$ cat config.mk
export PLATFORM = sky130hd
export DESIGN_NAME = shared_pool_multi_stack_flat
export DESIGN_NICKNAME = d
export VERILOG_FILES = /design/src/design/spms_pkg.sv /design/src/design/spms_req_if.sv /design/src/design/spms_rsp_if.sv /design/src/design/shared_pool_multi_stack.sv /design/src/design/spms_ram.sv /design/src/design/spms_ctrl.sv /design/src/flat_wrapper.sv
export SDC_FILE = /design/constraint.sdc
export NUM_CORES = 2
export LEC_CHECK = 0
export BUFFER_PORTS_ARGS = -buffer_cell sky130_fd_sc_hd__buf_4
export CAP_MARGIN = 15
export CORE_ASPECT_RATIO = 0.8
export CORE_MARGIN = 8
export CORE_UTILIZATION = 30
export CTS_BUF_LIST = sky130_fd_sc_hd__clkbuf_16
export CTS_CLUSTER_SIZE = 24
export DETAILED_ROUTE_END_ITERATION = 6
export HOLD_SLACK_MARGIN = 0.05
export PLACE_DENSITY = 0.44
export REMOVE_ABC_BUFFERS = 1
export SYNTH_ARGS = -nofsm -noshare
export SYNTH_HDL_FRONTEND = slang
export SYNTH_HIERARCHICAL = 1
export SYNTH_SLANG_ARGS = --single-unit
$ cat constraint.sdc
create_clock -name clk_i -period 4.7 [get_ports clk_i]
set_clock_uncertainty 0.15 [all_clocks]
set_input_delay 0.235 -clock clk_i [delete_from_list [all_inputs] [get_ports clk_i]]
set_output_delay 0.235 -clock clk_i [all_outputs]
set_load 0.1 [all_outputs]
$ cat src/design/spms_pkg.sv
// ----------------------------------------------------------------------------
// spms_pkg
// Types and fixed constants shared by the multi-stack pool block.
// ----------------------------------------------------------------------------
`default_nettype none

package spms_pkg;

  localparam int unsigned MODE_W   = 1;
  localparam int unsigned SID_W    = 2;
  localparam int unsigned VALUE_W  = 32;
  localparam int unsigned STATUS_W = 2;

  typedef enum logic [MODE_W-1:0] {
    MODE_PUSH = 1'b0,
    MODE_POP  = 1'b1
  } mode_e;

  typedef enum logic [STATUS_W-1:0] {
    STATUS_OK        = 2'd0,
    STATUS_OVERFLOW  = 2'd1,
    STATUS_UNDERFLOW = 2'd2
  } status_e;

  typedef enum logic {
    S_IDLE = 1'b0,
    S_EXEC = 1'b1
  } state_e;

  typedef struct packed {
    status_e                    status;
    logic signed [VALUE_W-1:0]  pop_value;
  } rsp_t;

endpackage

`default_nettype wire

$ cat src/design/spms_req_if.sv
// ----------------------------------------------------------------------------
// spms_req_if
// Request channel: one stack operation per transfer.
// ----------------------------------------------------------------------------
`default_nettype none

interface spms_req_if;

  logic                                 valid;
  logic                                 ready;
  logic [spms_pkg::MODE_W-1:0]          mode;
  logic [spms_pkg::SID_W-1:0]           stack_id;
  logic signed [spms_pkg::VALUE_W-1:0]  push_value;

  modport source (output valid, output mode, output stack_id, output push_value,
                  input ready);
  modport sink   (input valid, input mode, input stack_id, input push_value,
                  output ready);

endinterface

`default_nettype wire

$ cat src/design/spms_rsp_if.sv
// ----------------------------------------------------------------------------
// spms_rsp_if
// Response channel: status and popped value, one per request.
// ----------------------------------------------------------------------------
`default_nettype none

interface spms_rsp_if;

  logic                                 valid;
  logic                                 ready;
  logic [spms_pkg::STATUS_W-1:0]        status;
  logic signed [spms_pkg::VALUE_W-1:0]  pop_value;

  modport source (output valid, output status, output pop_value, input ready);
  modport sink   (input valid, input status, input pop_value, output ready);

endinterface

`default_nettype wire

$ cat src/design/shared_pool_multi_stack.sv
// ----------------------------------------------------------------------------
// shared_pool_multi_stack
// Several LIFO stacks sharing one pool of slots through a linked free list.
// ----------------------------------------------------------------------------
// Usage:
//   req_i carries one operation per transfer: mode (push or pop), stack_id
//   and push_value. rsp_o returns one transfer per request, in order: status
//   (ok, overflow on push, underflow on pop) and pop_value (zero unless a
//   pop succeeds).
//   Timing: an accepted request moves to the execute state, and its result
//   is then loaded into the output register that drives the response.
//   Requests: the next request is taken only once the last one completes,
//   since it depends on the free or top slot that the link RAM read yields.
//   Reset: every stack is empty and all slots are free; no clearing pass is
//   needed, since a fresh-slot counter stands in for the initial free list.
//   Stall: the response sits in an output register; a new request may be
//   taken while it waits, and that request then holds in its execute cycle
//   until the receiver takes the waiting response.
//   An operation on a stack id at or beyond STACKS changes nothing and
//   reports overflow (push) or underflow (pop).
// ----------------------------------------------------------------------------
`default_nettype none

module shared_pool_multi_stack #(
  parameter int unsigned SLOTS  = 64,
  parameter int unsigned STACKS = 4
) (
  input  wire logic    clk_i,
  input  wire logic    rst_ni,
  spms_req_if.sink     req_i,
  spms_rsp_if.source   rsp_o
);

  localparam int unsigned PW = $clog2(SLOTS + 1);
  localparam int unsigned IW = $clog2(SLOTS);

  logic                              ram_rd_en;
  logic [IW-1:0]                     ram_rd_addr;
  logic [IW-1:0]                     ram_wr_addr;
  logic                              link_wr_en;
  logic [PW-1:0]                     link_wr_data;
  logic [PW-1:0]                     link_rd_data;
  logic                              val_wr_en;
  logic [spms_pkg::VALUE_W-1:0]      val_wr_data;
  logic [spms_pkg::VALUE_W-1:0]      val_rd_data;
  logic                              done;
  spms_pkg::rsp_t                    rsp_new;
  logic                              req_ready;

  // Output register state.
  logic           rsp_valid_q, rsp_valid_d;
  spms_pkg::rsp_t rsp_q;
  logic           out_free;

  assign req_i.ready = req_ready;

  // Sequencer: picks the slot, reads the RAMs, writes the relinked entry.
  spms_ctrl #(
    .SLOTS  (SLOTS),
    .STACKS (STACKS)
  ) u_ctrl (
    .clk_i            (clk_i),
    .rst_ni           (rst_ni),
    .req_valid_i      (req_i.valid),
    .req_ready_o      (req_ready),
    .req_mode_i       (req_i.mode),
    .req_stack_id_i   (req_i.stack_id),
    .req_push_value_i (req_i.push_value),
    .out_free_i       (out_free),
    .done_o           (done),
    .rsp_o            (rsp_new),
    .ram_rd_en_o      (ram_rd_en),
    .ram_rd_addr_o    (ram_rd_addr),
    .ram_wr_addr_o    (ram_wr_addr),
    .link_wr_en_o     (link_wr_en),
    .link_wr_data_o   (link_wr_data),
    .link_rd_data_i   (link_rd_data),
    .val_wr_en_o      (val_wr_en),
    .val_wr_data_o    (val_wr_data),
    .val_rd_data_i    (val_rd_data)
  );

  // Link store: next pointer of each slot, null encoded as SLOTS.
  spms_ram #(
    .WIDTH (PW),
    .DEPTH (SLOTS)
  ) u_link_ram (
    .clk_i     (clk_i),
    .wr_en_i   (link_wr_en),
    .wr_addr_i (ram_wr_addr),
    .wr_data_i (link_wr_data),
    .rd_en_i   (ram_rd_en),
    .rd_addr_i (ram_rd_addr),
    .rd_data_o (link_rd_data)
  );

  // Value store: payload of each occupied slot.
  spms_ram #(
    .WIDTH (spms_pkg::VALUE_W),
    .DEPTH (SLOTS)
  ) u_value_ram (
    .clk_i     (clk_i),
    .wr_en_i   (val_wr_en),
    .wr_addr_i (ram_wr_addr),
    .wr_data_i (val_wr_data),
    .rd_en_i   (ram_rd_en),
    .rd_addr_i (ram_rd_addr),
    .rd_data_o (val_rd_data)
  );

  // The register can take a new result when empty or draining this cycle.
  assign out_free = !rsp_valid_q || rsp_o.ready;

  always_comb begin
    rsp_valid_d = rsp_valid_q;
    if (done) begin
      rsp_valid_d = 1'b1;
    end else if (rsp_o.ready) begin
      rsp_valid_d = 1'b0;
    end
  end

  always_ff @(posedge clk_i or negedge rst_ni) begin
    if (!rst_ni) begin
      rsp_valid_q <= 1'b0;
    end else begin
      rsp_valid_q <= rsp_valid_d;
    end
  end

  // Load the payload on completion, hold it otherwise.
  always_ff @(posedge clk_i) begin
    if (done) begin
      rsp_q <= rsp_new;
    end
  end

  assign rsp_o.valid     = rsp_valid_q;
  assign rsp_o.status    = rsp_q.status;
  assign rsp_o.pop_value = rsp_q.pop_value;

endmodule

`default_nettype wire

$ cat src/design/spms_ram.sv
// ----------------------------------------------------------------------------
// spms_ram
// Simple dual-port synchronous RAM, one write and one read port, registered
// read data that holds while no read is issued.
// ----------------------------------------------------------------------------
`default_nettype none

module spms_ram #(
  parameter int unsigned WIDTH = 32,
  parameter int unsigned DEPTH = 64
) (
  input  wire logic                     clk_i,
  input  wire logic                     wr_en_i,
  input  wire logic [$clog2(DEPTH)-1:0] wr_addr_i,
  input  wire logic [WIDTH-1:0]         wr_data_i,
  input  wire logic                     rd_en_i,
  input  wire logic [$clog2(DEPTH)-1:0] rd_addr_i,
  output logic      [WIDTH-1:0]         rd_data_o
);

  logic [WIDTH-1:0] mem_q [DEPTH];

  always_ff @(posedge clk_i) begin
    if (wr_en_i) begin
      mem_q[wr_addr_i] <= wr_data_i;
    end
  end

  always_ff @(posedge clk_i) begin
    if (rd_en_i) begin
      rd_data_o <= mem_q[rd_addr_i];
    end
  end

endmodule

`default_nettype wire

$ cat src/design/spms_ctrl.sv
// ----------------------------------------------------------------------------
// spms_ctrl
// Operation sequencer: holds stack heads, free-list head and fresh-slot
// count, reads the link/value RAMs and writes back the updated links.
// ----------------------------------------------------------------------------
`default_nettype none

module spms_ctrl #(
  parameter int unsigned SLOTS  = 64,
  parameter int unsigned STACKS = 4,
  localparam int unsigned PW    = $clog2(SLOTS + 1),
  localparam int unsigned IW    = $clog2(SLOTS)
) (
  input  wire logic                                  clk_i,
  input  wire logic                                  rst_ni,
  input  wire logic                                  req_valid_i,
  output logic                                       req_ready_o,
  input  wire logic [spms_pkg::MODE_W-1:0]           req_mode_i,
  input  wire logic [spms_pkg::SID_W-1:0]            req_stack_id_i,
  input  wire logic signed [spms_pkg::VALUE_W-1:0]   req_push_value_i,
  input  wire logic                                  out_free_i,
  output logic                                       done_o,
  output spms_pkg::rsp_t                             rsp_o,
  output logic                                       ram_rd_en_o,
  output logic [IW-1:0]                              ram_rd_addr_o,
  output logic [IW-1:0]                              ram_wr_addr_o,
  output logic                                       link_wr_en_o,
  output logic [PW-1:0]                              link_wr_data_o,
  input  wire logic [PW-1:0]                         link_rd_data_i,
  output logic                                       val_wr_en_o,
  output logic [spms_pkg::VALUE_W-1:0]               val_wr_data_o,
  input  wire logic [spms_pkg::VALUE_W-1:0]          val_rd_data_i
);

  localparam int unsigned HW = (STACKS > 1) ? $clog2(STACKS) : 1;
  localparam logic [PW-1:0] NULL_PTR = PW'(SLOTS);

  spms_pkg::state_e state_q, state_d;

  logic [PW-1:0] free_head_q, free_head_d;
  logic [PW-1:0] fill_q, fill_d;
  logic [PW-1:0] heads_q [STACKS];
  logic [PW-1:0] heads_d [STACKS];

  logic                                op_pop_q;
  logic [HW-1:0]                       op_sid_q;
  logic signed [spms_pkg::VALUE_W-1:0] op_val_q;
  logic [IW-1:0]                       op_slot_q;
  logic                                op_err_q;
  logic                                op_fresh_q;

  logic          accept;
  logic          req_pop;
  logic          sid_ok;
  logic [HW-1:0] sid_idx;
  logic [PW-1:0] head_sel;
  logic [PW-1:0] slot_ptr;
  logic          req_err;
  logic [PW-1:0] link_eff;
  logic          commit;

  assign req_pop  = (req_mode_i == spms_pkg::MODE_POP);
  assign sid_ok   = (32'(req_stack_id_i) < 32'(STACKS));
  assign sid_idx  = HW'(req_stack_id_i);
  assign head_sel = heads_q[sid_idx];
  assign slot_ptr = req_pop ? head_sel : free_head_q;
  assign req_err  = !sid_ok || (slot_ptr == NULL_PTR);
  assign accept   = req_valid_i && req_ready_o;

  // A slot never handed out still links to its successor; last one yields null.
  assign link_eff = op_fresh_q ? (PW'(op_slot_q) + PW'(1)) : link_rd_data_i;

  assign ram_rd_en_o    = accept && !req_err;
  assign ram_rd_addr_o  = slot_ptr[IW-1:0];
  assign ram_wr_addr_o  = op_slot_q;
  assign link_wr_data_o = op_pop_q ? free_head_q : heads_q[op_sid_q];
  assign val_wr_data_o  = op_val_q;

  always_comb begin
    state_d      = state_q;
    req_ready_o  = 1'b0;
    commit       = 1'b0;
    done_o       = 1'b0;
    link_wr_en_o = 1'b0;
    val_wr_en_o  = 1'b0;
    free_head_d  = free_head_q;
    fill_d       = fill_q;
    heads_d      = heads_q;
    unique case (state_q)
      spms_pkg::S_IDLE: begin
        req_ready_o = 1'b1;
        if (req_valid_i) begin
          state_d = spms_pkg::S_EXEC;
        end
      end
      spms_pkg::S_EXEC: begin
        // Hold here until the output register can take the result.
        if (out_free_i) begin
          commit  = 1'b1;
          done_o  = 1'b1;
          state_d = spms_pkg::S_IDLE;
        end
      end
      default: begin
        state_d = spms_pkg::S_IDLE;
      end
    endcase

    if (commit && !op_err_q) begin
      link_wr_en_o = 1'b1;
      if (op_pop_q) begin
        heads_d[op_sid_q] = link_eff;
        free_head_d       = PW'(op_slot_q);
      end else begin
        val_wr_en_o       = 1'b1;
        free_head_d       = link_eff;
        heads_d[op_sid_q] = PW'(op_slot_q);
        if (op_fresh_q) begin
          fill_d = fill_q + PW'(1);
        end
      end
    end
  end

  always_comb begin
    rsp_o.pop_value = '0;
    if (op_err_q) begin
      rsp_o.status = op_pop_q ? spms_pkg::STATUS_UNDERFLOW : spms_pkg::STATUS_OVERFLOW;
    end else begin
      rsp_o.status = spms_pkg::STATUS_OK;
      if (op_pop_q) begin
        rsp_o.pop_value = val_rd_data_i;
      end
    end
  end

  always_ff @(posedge clk_i or negedge rst_ni) begin
    if (!rst_ni) begin
      state_q     <= spms_pkg::S_IDLE;
      free_head_q <= '0;
      fill_q      <= '0;
      for (int i = 0; i < STACKS; i++) begin
        heads_q[i] <= NULL_PTR;
      end
    end else begin
      state_q     <= state_d;
      free_head_q <= free_head_d;
      fill_q      <= fill_d;
      heads_q     <= heads_d;
    end
  end

  always_ff @(posedge clk_i) begin
    if (accept) begin
      op_pop_q   <= req_pop;
      op_sid_q   <= sid_idx;
      op_val_q   <= req_push_value_i;
      op_slot_q  <= slot_ptr[IW-1:0];
      op_err_q   <= req_err;
      op_fresh_q <= !req_pop && (slot_ptr >= fill_q);
    end
  end

endmodule

`default_nettype wire

$ cat src/flat_wrapper.sv
// flat-port wrapper written by rule: the top's interface ports become plain ports
module shared_pool_multi_stack_flat 
#(
  parameter int unsigned SLOTS  = 64,
  parameter int unsigned STACKS = 4
)
  (clk_i, rst_ni, req_i_valid, req_i_mode, req_i_stack_id, req_i_push_value, req_i_ready, rsp_o_valid, rsp_o_status, rsp_o_pop_value, rsp_o_ready);
  spms_req_if req_i_i ();
  spms_rsp_if rsp_o_i ();
  input  wire logic clk_i;
  input  wire logic rst_ni;
  input wire logic [$bits(req_i_i.valid)-1:0] req_i_valid;
  input wire logic [$bits(req_i_i.mode)-1:0] req_i_mode;
  input wire logic [$bits(req_i_i.stack_id)-1:0] req_i_stack_id;
  input wire logic [$bits(req_i_i.push_value)-1:0] req_i_push_value;
  output wire logic [$bits(req_i_i.ready)-1:0] req_i_ready;
  output wire logic [$bits(rsp_o_i.valid)-1:0] rsp_o_valid;
  output wire logic [$bits(rsp_o_i.status)-1:0] rsp_o_status;
  output wire logic [$bits(rsp_o_i.pop_value)-1:0] rsp_o_pop_value;
  input wire logic [$bits(rsp_o_i.ready)-1:0] rsp_o_ready;
  assign req_i_i.valid = req_i_valid;
  assign req_i_i.mode = req_i_mode;
  assign req_i_i.stack_id = req_i_stack_id;
  assign req_i_i.push_value = req_i_push_value;
  assign req_i_ready = req_i_i.ready;
  assign rsp_o_valid = rsp_o_i.valid;
  assign rsp_o_status = rsp_o_i.status;
  assign rsp_o_pop_value = rsp_o_i.pop_value;
  assign rsp_o_i.ready = rsp_o_ready;
  shared_pool_multi_stack #(.SLOTS(SLOTS), .STACKS(STACKS)) u_core (.clk_i(clk_i), .rst_ni(rst_ni), .req_i(req_i_i), .rsp_o(rsp_o_i));
endmodule
# [Word level (Yosys, flattened, before mapping)]
# Memories as Yosys holds them, arrays and structs flattened. A register that Yosys moved wholly into a read port is not among the register bits.
# Cells that the tools add are included.
[op_classes] bitwise_logic=4 muxes=31 n_eq_ne=1 n_reduce_logical=13 n_addsub=2 n_lt_le_gt_ge=4
[op_table] cell="7-bit two-way mux" n=9
[op_table] cell="28-bit bitwise mux" n=2
[op_table] cell="7-bit binary-select mux with 2-bit select" n=2
[op_table] cell="28-bit two-way mux" n=1
[op_table] cell="7-bit demux with 2-bit select" n=1
[op_table] cell="1-bit two-way mux" n=14
[op_table] cell="6-bit by 1-bit adder with 7-bit output, second input constant" n=1
[op_table] cell="7-bit by 1-bit adder with 7-bit output, second input constant" n=1
[op_table] cell="7-bit == test, second input constant" n=1
[op_table] cell="7-bit >= comparator" n=1
[op_table] cell="3-bit >= comparator, second input constant" n=2
[op_table] cell="2-bit inverter with 3-bit output" n=2
[op_table] cell="1-bit logical AND" n=5
[op_table] cell="1-bit zero test" n=4
[op_table] cell="3-bit by 1-bit less-than comparator with 1-bit output, second input constant" n=1
[op_table] cell="3-bit AND reduction" n=1
[op_table] cell="2-bit two-way mux" n=1
[op_table] cell="1-bit inverter" n=2
[op_table] cell="1-bit one-hot mux with 2 select lines" n=1
[op_table] cell="2-bit nonzero test" n=1
[op_table] cell="2-bit OR reduction" n=1
[op_table] cell="1-bit logical OR" n=1
[word_totals] n_memories=2 register_bits=121 ram_bits=2496 input_bits=39 wordCells=73
[mem_list] name="u_core.u_value_ram.mem_q" words=64 width=32 read_ports=1 rd_clocked_by_memory_dff=1 wr=1 line_no="spms_ram.sv:21" rtl="logic [WIDTH-1:0] mem_q [DEPTH];"
[mem_list] name="u_core.u_link_ram.mem_q" words=64 width=7 read_ports=1 rd_clocked_by_memory_dff=1 wr=1 line_no="spms_ram.sv:21"

# [Depth between registers and ports, before layout]
[depth] word_depth=8 mapped_depth=14 ltp_nobuf=10

# [By module]
# The synthesis kept the hierarchy.
[modules_own_cells] module="spms_ram (u_core.u_value_ram)" n_inst=1 area_each_um2=78835.6 cells_each=3324
[modules_own_cells] module="spms_ram (u_core.u_link_ram)" n_inst=1 area_each_um2=17705.7 cells_each=827
[modules_own_cells] module="spms_ctrl" n_inst=1 area_each_um2=4355.4 cells_each=345
[modules_own_cells] module="shared_pool_multi_stack" n_inst=1 area_each_um2=1068.5 cells_each=37

# [Least setup slack after synthesis]
# OpenSTA, ideal clock, no wires.
[synth_timing] path_type="reg-to-reg" from="reg u_core.rsp_valid_q, in the netlist u_core/rsp_o.valid" to="mem u_core.u_value_ram.mem_q[49][0] (enable)" setup_time_ns=0.461 stages_incl_launch_ff=7 arrival_time_ns=4.020 path_slack_ns=0.069 period_less_slack_ns=4.631 cell_sequence="dfrtp_1 -> nand2b_4 -> nand3b_4 -> nor2_1 -> nor2b_1 -> nand4_1 -> nor3_1"
[synth_between] elab_chain_cells=8
[synth_rtl] item="start, declared" line_no="shared_pool_multi_stack.sv:51" rtl="logic rsp_valid_q, rsp_valid_d;"
[synth_rtl] item="start signal, assigned" line_no="shared_pool_multi_stack.sv:127" rtl="rsp_valid_q <= rsp_valid_d;"
[synth_rtl] item="1-bit zero test" line_no="shared_pool_multi_stack.sv:112" rtl="assign out_free = !rsp_valid_q || rsp_o.ready;"
[synth_rtl] item="1-bit logical OR" line_no="shared_pool_multi_stack.sv:112"
[synth_rtl] item="named net u_core.out_free" line_no="shared_pool_multi_stack.sv:53" rtl="logic out_free;"
[synth_rtl] item="1-bit two-way mux" line_no="spms_ctrl.sv:98" rtl="if (out_free_i) begin"
[synth_rtl] item="1-bit two-way mux" line_no="spms_ctrl.sv:89" rtl="unique case (state_q)"
[synth_rtl] item="1-bit logical AND" line_no="spms_ctrl.sv:109" rtl="if (commit && !op_err_q) begin"
[synth_rtl] item="1-bit two-way mux" line_no="spms_ctrl.sv:109"
[synth_rtl] item="named net u_core.val_wr_en" line_no="shared_pool_multi_stack.sv:43" rtl="logic val_wr_en;"
[synth_rtl] item="1-bit two-way mux" line_no="spms_ram.sv:24" rtl="if (wr_en_i) begin"
[synth_rtl] item="1-bit two-way mux (implied by the code)" line_no="spms_ram.sv:25" rtl="mem_q[wr_addr_i] <= wr_data_i;"
[synth_rtl] item="end, declared" line_no="spms_ram.sv:21"
# The timed path passes the listed nets, and every way through them passes these cells.

# [Worst setup path after layout]
[layout_timing] from="reg u_core/u_ctrl/heads_q[21] (netlist name)" to="reg u_core.u_value_ram.rd_data_o[10] (read register of u_core.u_value_ram.mem_q) (data pin)"
[layout_between] elab_chain_cells=7
[layout_rtl] item="start, declared" line_no="spms_ctrl.sv:42" rtl="logic [PW-1:0] heads_q [STACKS];"
[layout_rtl] item="start signal, assigned" line_no="spms_ctrl.sv:149" rtl="heads_q <= heads_d;"
[layout_rtl] item="7-bit binary-select mux with 2-bit select (*)" line_no="spms_ctrl.sv:65" rtl="assign head_sel = heads_q[sid_idx];"
[layout_rtl] item="7-bit two-way mux (implied by the code) (*) (2 in series)" line_no="spms_ctrl.sv:65"
[layout_rtl] item="7-bit two-way mux (*)" line_no="spms_ctrl.sv:66" rtl="assign slot_ptr = req_pop ? head_sel : free_head_q;"
[layout_rtl] item="named net u_core.ram_rd_addr[0]" line_no="shared_pool_multi_stack.sv:38" rtl="logic [IW-1:0] ram_rd_addr;"
[layout_rtl] item="7-bit == test" line_no="spms_ctrl.sv:67" rtl="assign req_err = !sid_ok || (slot_ptr == NULL_PTR);"
[layout_rtl] item="1-bit zero test" line_no="spms_ctrl.sv:73" rtl="assign ram_rd_en_o = accept && !req_err;"
[layout_rtl] item="1-bit logical AND" line_no="spms_ctrl.sv:73"
[layout_rtl] item="end, declared" line_no="spms_ram.sv:18" rtl="output logic [WIDTH-1:0] rd_data_o"
# The timed path passes the listed nets; every way through them passes the cells marked *. The select of a mux whose other input is x is not followed.
# A chain may end at the register's enable or synchronous reset.

==> results.md <==
* Status: finished, final reports clean
* Port bufs at 74
* Die area at 358900 µm²
* Root Buffer: clkbuf_16
* Final WS setup at 0.4126 ns
* Post-CTS Resized at 0
* Synthesized area per cell at 22.49 µm²
* Crit. End Element: register
* Antenna viol nets, final at 0
* Final min period at 4.287 ns
* Clk sinks at 2656
* Routed length on met1 at 139.2 mm
* Placeable Area at 338400 µm²
* Design Area, Final at 120000 µm²
* Crit. Startpoint: u_core/u_ctrl/heads_q[21]
* Drt via density at 5.061
* CTS tree: done
* Min-delay src: req_i_stack_id[0]
* RR Startpoint: u_core/u_ctrl/heads_q[21]
* Nets@finish at 5066
* Area leader, netlist: edfxtp_1
* Initial antenna violation count at 13
* Worst Tran Pin Value at 1.240 ns
* Post-synth EDFFs at 2612
* Pwr dens at 564.6 nW/µm²
* Rel. slew slack at 17.32%
* First-pass GRT wire length at 418.5 mm
* Die width at 667.8 µm
* Clock buffer depth at 4
* Maxcap violations at 0
* Slowest cell on crit path: o22ai_1
* Sequence of cells on the critical path: mux2i_1 -> o22ai_1 -> a21o_4 -> buf_12 -> buf_4 -> mux4_2 -> mux4_2 -> o22ai_1 -> nor2_1
* CP Class: register to register
* Metal2 WL at 139.7 mm
* Fin. Hold Viols at 0
* CTS H-tree lvls at 5
* Count of different cell masters after synthesis at 69
* Avg WL per Cell at 30.79 µm
* Cells after Synth at 4533
* Worst setup SP type: register
* Hold crit path type: input pin to register
* Critical Path AT at 4.69 ns
* Register bit total from synthesis at 2656
* Largest net degree at the start of global routing at 67
* Clock transition at path regs at 0.06 ns
* Pre-antenna DRT Iters at 7
* Fillcell total at 31310
* Number of global-route vias before repair at 51160
* Worst VDD drop at 295.1 µV
* Dpl hpwl at 172.7 mm
* RSZ-0062 raised after global routing: no
* Vias at 49410
* Ys Warns at 6
* Chip height at 537.4 µm
* Seq/Total Area, Yosys at 78.01%
* Overflow after GRT at 0
* Syn Std Cell Area at 102000 µm²
* Slew Limit Fails at 0
* DRC violations left at 0
* Max layer used: met4
* Async set-or-reset flop fraction in the synthesized netlist at 1.657%
* Post-synth top area share at 76.92%
* Leak at 37.05 nW
* Ports at 75
* Layout cells sized above 1 at 29.31%
* Commonest non-fill, non-tap cells in the layout: edfxtp_1 (2612), mux4_2 (664), buf_4 (311)
* Achievable Freq at 233.2 MHz
* Worst slack at placement at 0.1416 ns
* Initial Util at 30.13%
* Critical Path Max Stage Delay at 0.76 ns
* Overall Global Routing Usage at 16.43%
* Area after DPL at 110500 µm²
* Area delta synth->final at 17.64%
* Crit path required time at 5.10 ns
* Fin util at 35.45%
* Delay-heaviest family, CP: compound AO/OA/AOI/OAI gates
* Initial drt markers at 4880
* Ranking of synthesized cells by area: edfxtp_1 (77%), mux4_2 (15%), mux2i_1 (1.2%), dfrtp_1 (0.98%), nor2_1 (0.83%)
* Worst skew pair latency at 0.85 ns
* Final setup viols at 0
* Final GP Congestion at 0.7528
* DR WL met3 at 15.88 mm
* Crit path max fanout at 28
* TritonCTS buffer count at 280
* Routed wire length at 300.6 mm
* Most common cell after layout, fill and taps aside: edfxtp_1
* Final period utilization at 91.22%
* Synth Flop Type: edfxtp_1
* Row count at 191
* WP buf/inv at 2
[worst paths after layout]
check,to,slack [ns],cells after the start
worst max-delay path,u_core/u_value_ram/rd_data_o[10],0.41,9
worst min-delay path,u_core/u_ctrl/op_sid_q[0],0.15,2
worst max register to register,u_core/u_value_ram/rd_data_o[10],0.41,9
worst min register to register,u_core/u_ctrl/fill_q[6],0.33,1
max in group asynchronous,u_core/u_ctrl/heads_q[23],3.84,4
min in group asynchronous,u_core/u_ctrl/heads_q[13],0.32,3
[power breakdown]
part	switching, mW	leakage, nW	total, mW	internal, mW
sequential	0.506	24.1	28.0	27.5
clock	9.16	4.48	21.4	12.2
combinational	10.9	8.47	18.4	7.43
total	20.6	37.1	67.7	47.1
[layout make-up]
type	count	area (µm²)	share of cell area (%)
multi-input combinational	1619	21700	18.09
timing repair buffer	446	4307	3.590
inverter	15	56.30	0.04694
sequential	2656	79540	66.31
clock buffer	293	7332	6.112
antenna	4	10.01	0.008344
tap	4535	5674	4.730
clock inverter	195	1334	1.112
[flip-flops by register name, summed over array words and instances, names as in the netlist]
register and flops:
u_core/rsp_o.valid 1, u_core/rsp_o.pop_value 32, u_core/u_value_ram/mem_q 2048, u_core/u_ctrl/fill_q 7, u_core/u_link_ram/rd_data_o 7, u_core/u_ctrl/op_pop_q 1
u_core/u_ctrl/state_q 1, u_core/u_ctrl/ram_wr_addr_o 6, u_core/u_link_ram/mem_q 448, u_core/u_ctrl/op_fresh_q 1, u_core/u_ctrl/op_sid_q 2, u_core/u_ctrl/free_head_q 7
u_core/u_ctrl/val_wr_data_o 32, u_core/rsp_o.status 2, u_core/u_ctrl/heads_q 28, u_core/u_ctrl/op_err_q 1, u_core/u_value_ram/rd_data_o 32
[worst reg2reg max path, stage by stage, from the launching register on]
cell and delay (ns):
dfrtp_1 0.37, mux2i_1 0.08, o22ai_1 0.20, a21o_4 0.47, buf_12 0.37, buf_4 0.40, mux4_2 0.54, mux4_2 0.54
o22ai_1 0.76, nor2_1 0.11
[metrics by stage]
stage	cells	hold slack [ns]	setup TNS, ns	power (mW)
after floorplan	4290	-0.2106	-2458.73	37.70
after global placement	9196	0.1279	0	47.20
after detailed placement	9197	0.1311	0	47.26
after CTS	9759	0.09263	0	68.79
after global routing	9759	0.1231	0	70.31
final	9763	0.1538	0	67.73
[repair_timing]
item                      CTS  global route
hold endpoints to repair  113             0
hold buffers               74             0
setup buffers               0             0
[cells in the mapped netlist, drive strengths merged, types with 4 or more instances]
| library cell | count |
|---|---|
| clkbuf | 104 |
| o21ai | 24 |
| and2 | 37 |
| nor2 | 226 |
| inv | 15 |
| edfxtp | 2612 |
| o22ai | 103 |
| buf | 139 |
| nand3b | 10 |
| dfrtp | 40 |
| nor3b | 7 |
| mux2 | 37 |
| mux2i | 122 |
| nand2b | 20 |
| a211oi | 4 |
| o31ai | 9 |
| nand2 | 54 |
| and3 | 8 |
| xnor2 | 5 |
| nor3 | 18 |
| dfstp | 4 |
| mux4 | 664 |
| o221ai | 36 |
| nor2b | 26 |
| a311oi | 8 |
| ha | 9 |
| o32ai | 4 |
| or3b | 8 |
| or3 | 5 |
| a22o | 5 |
| nand3 | 20 |
| a21oi | 84 |
| a41o | 6 |
| nand4 | 8 |
| a21o | 7 |
| a22oi | 22 |
[logic make-up after synthesis]
family	share of synthesized area, %
DFF	78.01
muxes	16.28
and+or+nand+nor	2.171
AOI/OAI and AO/OA	2.129
buffers and inverters	1.245
adders and majority gates	0.1104
xor gates and xnor gates	0.06013
[metal layers]
layer	vias to the layer above	global-route usage, %
li1	20180	-
met3	347	2.403
met5	-	0
met1	27390	24.21
met2	1487	26.03
met4	0	3.230
Power figures use the tool's default switching activity.
